### config.mk
export PLATFORM = sky130hd
export DESIGN_NAME = vnp_blend
export DESIGN_NICKNAME = d
export VERILOG_FILES = /design/src/design/vnp_pkg.sv /design/src/design/vnp_blend.sv
export SDC_FILE = /design/constraint.sdc
export NUM_CORES = 2
export LEC_CHECK = 0
export BUFFER_PORTS_ARGS = -buffer_cell sky130_fd_sc_hd__buf_2
export CORE_ASPECT_RATIO = 1.75
export CORE_MARGIN = 2
export CORE_UTILIZATION = 35
export DETAILED_ROUTE_END_ITERATION = 8
export GPL_ROUTABILITY_DRIVEN = 1
export PLACE_DENSITY = 0.6
export SYNTH_ARGS = -nofsm -noshare
export SYNTH_HDL_FRONTEND = slang
export SYNTH_SLANG_ARGS = --single-unit
### constraint.sdc
create_clock -name clk -period 11.6 [get_ports clk]
set_input_delay 0.58 -clock clk [delete_from_list [all_inputs] [get_ports clk]]
set_output_delay 0.58 -clock clk [all_outputs]
set_load 0.03 [all_outputs]
### src/design/vnp_pkg.sv
// Shared types, constants, constant dividers and palette tables for the noise palette pixel
`default_nettype none
package vnp_pkg;

  // Register codes
  localparam logic [2:0] REG_PALETTE = 3'd0;
  localparam logic [2:0] REG_SCALE   = 3'd1;
  localparam logic [2:0] REG_DRIFT_X = 3'd2;
  localparam logic [2:0] REG_DRIFT_Y = 3'd3;
  localparam logic [2:0] REG_SALT    = 3'd4;
  localparam logic [2:0] REG_SPEED   = 3'd5;

  localparam logic [2:0] PAL_LAST = 3'd4;

  // Hash and seed multipliers
  localparam logic [31:0] SEED_MULT = 32'd2654435761;
  localparam logic [31:0] CX_MULT   = 32'd374761393;
  localparam logic [31:0] CY_MULT   = 32'd668265263;
  localparam logic [31:0] MIX_A     = 32'h7feb352d;
  localparam logic [31:0] MIX_B     = 32'h846ca68b;

  // Reciprocals, ceil(2^k / d), exact over the stated input range
  localparam logic [27:0] DIV100_M  = 28'd171798692;  // k = 34, x < 2^27
  localparam logic [26:0] DIV1000_M = 27'd68719477;   // k = 36, x < 2^26
  localparam logic [16:0] DIV255_M  = 17'd65794;      // k = 24, x < 2^16
  localparam logic [24:0] DIV65025_M = 25'd16909061;  // k = 40, x < 2^24

  typedef struct packed {
    logic [2:0]  palette_select;
    logic [15:0] coord_scale;
    logic [15:0] drift_x_rate;
    logic [15:0] drift_y_rate;
    logic [31:0] pattern_salt;
    logic [7:0]  speed_percent;
  } cfg_t;

  function automatic logic [19:0] div100_q(input logic [26:0] x);
    logic [54:0] p;
    p = {28'd0, x} * {27'd0, DIV100_M};
    return p[53:34];
  endfunction

  function automatic logic [15:0] div1000_q(input logic [25:0] x);
    logic [52:0] p;
    p = {27'd0, x} * {26'd0, DIV1000_M};
    return p[51:36];
  endfunction

  function automatic logic [7:0] div255_q(input logic [15:0] x);
    logic [32:0] p;
    p = {17'd0, x} * {16'd0, DIV255_M};
    return p[31:24];
  endfunction

  function automatic logic [7:0] smooth_q(input logic [23:0] x);
    logic [48:0] p;
    p = {25'd0, x} * {24'd0, DIV65025_M};
    return p[47:40];
  endfunction

  // Gradient palettes, RGB packed red high
  localparam logic [23:0] PAL_ROM [5][16] = '{
    '{24'hFF0000, 24'hFF4000, 24'hFF8000, 24'hFFC000,
      24'hFFFF00, 24'h80FF00, 24'h00FF00, 24'h00FF80,
      24'h00FFFF, 24'h0080FF, 24'h0000FF, 24'h8000FF,
      24'hFF00FF, 24'hFF0080, 24'hFF0040, 24'hFF0000},
    '{24'h000020, 24'h000040, 24'h001060, 24'h002080,
      24'h1040A0, 24'h2060C0, 24'h4080E0, 24'h60A0FF,
      24'h80C0FF, 24'hA0E0FF, 24'hC0F0FF, 24'hE0F8FF,
      24'hFFFFFF, 24'hE0F8FF, 24'hA0E0FF, 24'h60A0FF},
    '{24'h000000, 24'h200000, 24'h400000, 24'h600000,
      24'h801000, 24'hA02000, 24'hC03000, 24'hE04000,
      24'hFF6000, 24'hFF8000, 24'hFFA000, 24'hFFC000,
      24'hFFE000, 24'hFFFF20, 24'hFFFF80, 24'hFFFFFF},
    '{24'h000800, 24'h001000, 24'h002000, 24'h003000,
      24'h004000, 24'h005000, 24'h006000, 24'h107000,
      24'h208000, 24'h309000, 24'h40A010, 24'h50B020,
      24'h60C030, 24'h70D040, 24'h80E050, 24'hA0FF80},
    '{24'h000000, 24'h100020, 24'h200040, 24'h400060,
      24'h600080, 24'h8000A0, 24'hA000C0, 24'hC000E0,
      24'hE000FF, 24'hFF00E0, 24'hFF00C0, 24'hFF00A0,
      24'hFF0080, 24'hFF2060, 24'hFF4040, 24'hFF6020}
  };

endpackage
`default_nettype wire

### src/design/vnp_blend.sv
// Bilinear noise blend and palette lookup (seven stages)
`default_nettype none
module vnp_blend (
  input  wire logic       clk,
  input  wire logic       rst,
  input  wire logic       en,
  input  wire logic       in_vld,
  input  wire logic [3:0][7:0] corners,
  input  wire logic [7:0] u,
  input  wire logic [7:0] v,
  input  wire logic [2:0] palette_select,
  output logic            out_vld,
  output logic [7:0]      red,
  output logic [7:0]      green,
  output logic [7:0]      blue
);

  logic [6:0]  vld;

  // row blends
  logic [1:0][7:0]  ra1, ra2;
  logic [1:0]       rs1, rs2;
  logic [1:0][15:0] rp1;
  logic [1:0][7:0]  rq2;
  logic [7:0]       v1, v2;
  // column blend
  logic [7:0]  ca3, ca4;
  logic        cs3, cs4;
  logic [15:0] cp3;
  logic [7:0]  cq4;
  // palette blend
  logic [2:0][7:0]  pa5, pa6;
  logic [2:0]       ps5, ps6;
  logic [2:0][15:0] pp5;
  logic [2:0][7:0]  pq6;

  logic [1:0][7:0] rd, rlo, rhi;
  logic [1:0][7:0] r2;
  logic [7:0] cd, nv, frac;
  logic [3:0] seg, nxt;
  logic [2:0] pidx;
  logic [23:0] lo, hi;
  logic [2:0][7:0] pla, plb, pd;
  logic [2:0] pneg;

  always_comb begin
    // first blend: corners along x
    for (int i = 0; i < 2; i++) begin
      rlo[i] = corners[2*i];
      rhi[i] = corners[2*i+1];
      rd[i]  = (rhi[i] >= rlo[i]) ? rhi[i] - rlo[i] : rlo[i] - rhi[i];
      r2[i]  = rs2[i] ? ra2[i] - rq2[i] : ra2[i] + rq2[i];
    end
    cd = (r2[1] >= r2[0]) ? r2[1] - r2[0] : r2[0] - r2[1];
    // noise value and palette point
    nv   = cs4 ? ca4 - cq4 : ca4 + cq4;
    seg  = nv[7:4];
    nxt  = seg + 4'd1;
    frac = {4'd0, nv[3:0]} * 8'd17;
    pidx = (palette_select > vnp_pkg::PAL_LAST) ? vnp_pkg::PAL_LAST : palette_select;
    lo   = vnp_pkg::PAL_ROM[pidx][seg];
    hi   = vnp_pkg::PAL_ROM[pidx][nxt];
    for (int c = 0; c < 3; c++) begin
      pla[c]  = lo[23-8*c -: 8];
      plb[c]  = hi[23-8*c -: 8];
      pneg[c] = plb[c] < pla[c];
      pd[c]   = pneg[c] ? pla[c] - plb[c] : plb[c] - pla[c];
    end
  end

  always_ff @(posedge clk) begin
    if (rst) begin
      vld <= '0;
    end else if (en) begin
      vld <= {vld[5:0], in_vld};
    end
  end

  always_ff @(posedge clk) begin
    if (en) begin
      // row difference products
      for (int i = 0; i < 2; i++) begin
        ra1[i] <= rlo[i];
        rs1[i] <= rhi[i] < rlo[i];
        rp1[i] <= {8'd0, rd[i]} * {8'd0, u};
        ra2[i] <= ra1[i];
        rs2[i] <= rs1[i];
        rq2[i] <= vnp_pkg::div255_q(rp1[i]);
      end
      v1  <= v;
      v2  <= v1;
      // column blend
      ca3 <= r2[0];
      cs3 <= r2[1] < r2[0];
      cp3 <= {8'd0, cd} * {8'd0, v2};
      ca4 <= ca3;
      cs4 <= cs3;
      cq4 <= vnp_pkg::div255_q(cp3);
      // palette channels
      for (int c = 0; c < 3; c++) begin
        pa5[c] <= pla[c];
        ps5[c] <= pneg[c];
        pp5[c] <= {8'd0, pd[c]} * {8'd0, frac};
        pa6[c] <= pa5[c];
        ps6[c] <= ps5[c];
        pq6[c] <= vnp_pkg::div255_q(pp5[c]);
      end
      red   <= ps6[0] ? pa6[0] - pq6[0] : pa6[0] + pq6[0];
      green <= ps6[1] ? pa6[1] - pq6[1] : pa6[1] + pq6[1];
      blue  <= ps6[2] ? pa6[2] - pq6[2] : pa6[2] + pq6[2];
    end
  end

  assign out_vld = vld[6];

endmodule
`default_nettype wire

# Word level (Yosys, flattened, before mapping)
# Memories as Yosys holds them, arrays and structs flattened.
# Index checks and enable logic that the tools add are counted.
# totals
ff_bits,299
memories,1
out_inout_bits,25
inputBits,55
elab_cells,112
rom_bits,3072
ramBits,0
latchBits,0
# mem_list
memory,words,width,rd,rd_clocked_by_memory_dff,wr,line_no,rtl
(name not given),8,384,1,0,0,vnp_blend.sv:62,hi = vnp_pkg::PAL_ROM[pidx][nxt];
# op_classes
n_eq_ne,0
n_div,0
n_shift,0
n_bitwise,3
addsub,25
mul,13
n_mux,21
magnitude_cmp,13
n_reduce_logical,0
# op_table
op,n
two-way mux 384 bit,2
binary-select mux 24 bit (select 4 bit),2
multiplier 16 x 16 -> 31 bit (second input constant),6
subtractor 8 bit,18
multiplier 8 x 8 -> 16 bit,6
two-way mux 24 bit,4
two-way mux 8 bit,12
adder 8 bit,6
< comparator 8 bit,6
greater-or-equal comparator 8 bit,3
greater-or-equal comparator 5 bit (second input constant),2
NOT 4 -> 5 bit,2
multiplier 4 x 5 -> 8 bit (second input constant),1
adder 4 x 1 -> 4 bit (second input constant),1
greater-or-equal comparator 4 bit (second input constant),1
NOT 3 -> 4 bit,1
> comparator 3 bit (second input constant),1
two-way mux 3 bit,1

# Longest topological paths before layout
# logic_depth
word_depth,12
mapped_depth,48
depth_no_buf,43

# Least setup slack after synthesis
# OpenSTA, ideal clock, no wires.
# synth_path
path_type,reg-to-reg
from,reg cq4[0]
to,"reg pp5[47] in the netlist's numbering, data pin"
path_stages_with_launch,40
slack_ns,2.162
synth_period_minus_slack_ns,9.438
required_time_ns,11.334
arrival_ns,9.172
cell_sequence,edfxtp_1 -> inv_1 -> ha_1 -> mux2i_1 -> ha_1 -> nor2b_1 -> o2111a_2 -> or4_1 -> buf_2 -> nand2_2 -> inv_2 -> buf_2 -> ha_1 -> clkinv_1 -> mux4_2 -> and4b_1 -> o21ai_0 -> o31a_1 -> (+4 left out) -> o21ai_0 -> nand2_1 -> mux2i_1 -> xor2_1 -> nand2_1 -> fa_1 -> inv_1 -> fa_1 -> inv_1 -> fa_1 -> fa_1 -> inv_1 -> ha_1 -> a21o_1 -> a31oi_1 -> o21ai_0 -> o41ai_1 -> xnor2_1
# synth_via
elab_chain_cells,10
# synth_lines
item,line_no,rtl
from (decl),vnp_blend.sv:30,logic [7:0] cq4;
from (signal assigned),vnp_blend.sv:98,cq4 <= vnp_pkg::div255_q(cp3);
adder 8 bit / subtractor 8 bit (equally long branches),vnp_blend.sv:56,nv = cs4 ? ca4 - cq4 : ca4 + cq4;
two-way mux 8 bit (*),vnp_blend.sv:56,
adder 4 x 1 -> 4 bit,vnp_blend.sv:58,nxt = seg + 4'd1;
NOT 4 -> 5 bit (not written as such),vnp_blend.sv:62,
binary-select mux 24 bit (select 4 bit),vnp_blend.sv:62,
two-way mux 24 bit (not written as such) (2 in a row),vnp_blend.sv:62,
subtractor 8 bit / < comparator 8 bit (equally long branches),"vnp_blend.sv:67, vnp_blend.sv:66",
two-way mux 8 bit,vnp_blend.sv:67,pd[c] = pneg[c] ? pla[c] - plb[c] : plb[c] - pla[c];
multiplier 8 x 8 -> 16 bit (*),vnp_blend.sv:103,"pp5[c] <= {8'd0, pd[c]} * {8'd0, frac};"
"to (signal, indexed assignment)",vnp_blend.sv:103,
to (decl),vnp_blend.sv:34,logic [2:0][15:0] pp5;
# Mark *: on every way between the ends. The rest lies on a longest branch, timed or not. The select of a mux whose other input is x is not followed.
# A chain may end at the register's enable or synchronous reset.

# Worst setup path after layout
# layout_path
from,reg cq4[2]
to,"reg pp5[31] in the netlist's numbering, data pin"
# Same word-level chain as after synthesis.

==> results.txt <==
most frequent cell after synthesis = ha_1
Yosys top cell area share = 25.7%
mapped cell area = 35700 um^2
final worst setup slack = 1.04 ns
Die Y = 427 um
EDFF count, synth = 276
fin crit share = 91.0%
status = finished clean
Async S/R FF share, synth = 0%
first-pass GRT wire length = 139000 um
Final Hold Fails = 0
Slew @ Worst Pin = 1.09 ns
antenna violations before repair = 0
Clock Skew = 0.0345 ns
total negative setup slack = 0 ns
Critical Path AT = 10.87 ns
DRT Wirelength = 86100 um
total grt overflow = 0
synth warn = 0
Die Wd = 246 um
largest net degree at the start of global routing = 96
Max Slew Vio Count = 0
pre-CTS setup slack = 1.11 ns
die footprint = 105000 um^2
core area = 102000 um^2
Distinct cells, synth = 107
crit path kind = reg2reg
number of global-route vias before repair = 27300
final setup fails = 0
share of the yosys chip area belonging to registers = 23.6%
CP top delay family = adder cells
DR DRC count = 0
FILL cells = 10200
Starting DRT DRC Count = 1030
Ant. Diodes = 0
syn nets = 4641
total global-route track usage = 16.7%
Post CTS Setup Buffer Count = 0
max-cap check violation count = 0
Worst path max stage delay = 0.68 ns
slew margin rel. = 25.5%
hold_buf cts = 0
register area = 8430 um^2
leading post-synthesis cells by cell area = ha_1 26%, edfxtp_1 23%, fa_1 13%
Nets = 4695
area leader, netlist = ha_1
Placed Instances = 4970
CTS sink count = 283
number of CTS-inserted buffers = 35
WL/cell = 17.1 um
Clk Latency, worst-skew pair = 0.58 ns
post-route ant nets = 0
Tightest Hold Check Type = in2reg
Crit. End Element = register
Layout area overhead = 8.49%
clk buf depth = 3
final hold slack = 0.197 ns
Ports = 80
Critical path buffers and inverters = 4
synthesized flop and latch total = 283
Most common cell on crit path = ha_1
Starting Density = 35.2%
Root Driver = clkbuf_16
layout cells sized above 1 = 6.60%
routability cong. = 0.948
Final Critical Period = 10.56 ns
Post-CTS Resized = 0
drt via density = 5.16
H-tree levels = 2
synthesized area per cell = 9.87 um^2
hpwl dp = 70300 um
area occupied by multi-input gates = 25000 um^2
RSZ-0062 raised after global routing = false
Synth top cells by count = 735 x ha_1, 500 x inv_1, 276 x edfxtp_1
final instance count without filler cells = 5033
maximum fanout along the worst path = 26
DRT Pass-1 Iters = 7
Row Count = 155
Fmax = 94.7 MHz
Synth Instances = 3619
CP required = 11.91 ns
slowest CP cell = or4_1
clock-pin slew on the worst setup and hold paths = 0.06 ns
Post-synth top flop = edfxtp_1
CTS tree = built
buffers added on ports = 79
Worst Setup Start Kind = register
vias = 26000
[flip-flops by register name, indices dropped and copies added (netlist names), 3 cells and up]
name / flops
rp1: 32
ra1: 16
cq4: 8
ra2: 16
v2: 8
pq6: 24
green: 8
rq2: 16
cp3: 16
ps5: 3
ps6: 3
ca4: 8
red: 8
blue: 8
pa6: 16
pa5: 16
vld: 7
ca3: 8
v1: 8
pp5: 48
[per-layer routing]
metal  vias up  GRT usage (%)  wire (um)
met5         -              0          0
met4         0           9.43       5130
met2       516           34.5      49400
met1     12500           15.2      28800
met3       251           2.04       2760
li1      12700              -          -
[layout by cell type, fill, tap and decap left out, types with 10 or more instances in the layout]
master     count
ha_1         735
inv_1        500
edfxtp_1     276
nand2_1      264
fa_1         232
nor2_1       184
a21oi_1      171
xnor2_1      144
o21ai_0      118
and2_1        90
buf_2         78
nor2b_1       70
a21o_1        67
xor2_1        67
nor3_1        57
nand3_1       48
nand2b_1      47
mux2i_1       42
clkbuf_16     37
a31oi_1       36
a211oi_1      26
buf_4         25
o211ai_1      24
o21a_1        19
nand4_1       17
o21bai_1      17
mux2_2        16
and3_1        13
o21ai_1       12
o22ai_1       11
or3_1         10
a31o_2        10
a21boi_0      10
[logic make-up (layout without fill, tap and decap cells)]
| kind of cell | count (synthesis) | count (layout) | synth area share, % |
|---|---|---|---|
| XOR/XNOR | 215 | 215 | 5.40 |
| multiplexers | 62 | 62 | 1.93 |
| AO/OA/AOI/OAI | 646 | 646 | 12.0 |
| AND/OR/NAND/NOR | 855 | 855 | 11.8 |
| buffers and inverters | 591 | 671 | 6.48 |
| flip-flops | 283 | 283 | 23.6 |
| adder cells (fa/ha/maj) | 967 | 967 | 38.7 |
[area by class of cell]
cell class | count | area share (%)
repair buffers | 104 | 1.53
clock buffers | 40 | 2.42
flip-flops and latches | 283 | 21.7
clock inverters | 23 | 0.655
inverters | 504 | 4.89
multi-input cells | 2745 | 64.5
well taps | 1334 | 4.31
[worst reg2reg max path, delay by kind of cell (launching register included)]
family	cells	cell delay, ns
adder cells (fa/ha/maj)	8	3.20
AO/OA/AOI/OAI	11	2.51
AND/OR/NAND/NOR	9	2.46
XOR/XNOR	3	1.23
flip-flops	1	0.42
multiplexers	1	0.26
buffers and inverters	4	0.20
[final timing paths]
check             startpoint      end  slack [ns]  cells after the start
setup reg to reg      cq4[2]  pp5[31]        1.04                     36
hold / removal          v[0]    v1[0]        0.20                      1
setup / recovery      cq4[2]  pp5[31]        1.04                     36
hold reg to reg       ca3[5]   ca4[5]        0.40                      0
[through the flow]
stage                     utilization [%]  cell area, um^2
after floorplan                         -            35700
after global placement               37.0            37600
after detailed placement             37.0            37600
after CTS                            38.1            38800
after global routing                 38.1            38800
final                                38.1            38800
Power is not shown: default switching activity piles up to over one toggle a cycle in this logic, so the estimate is an artifact.
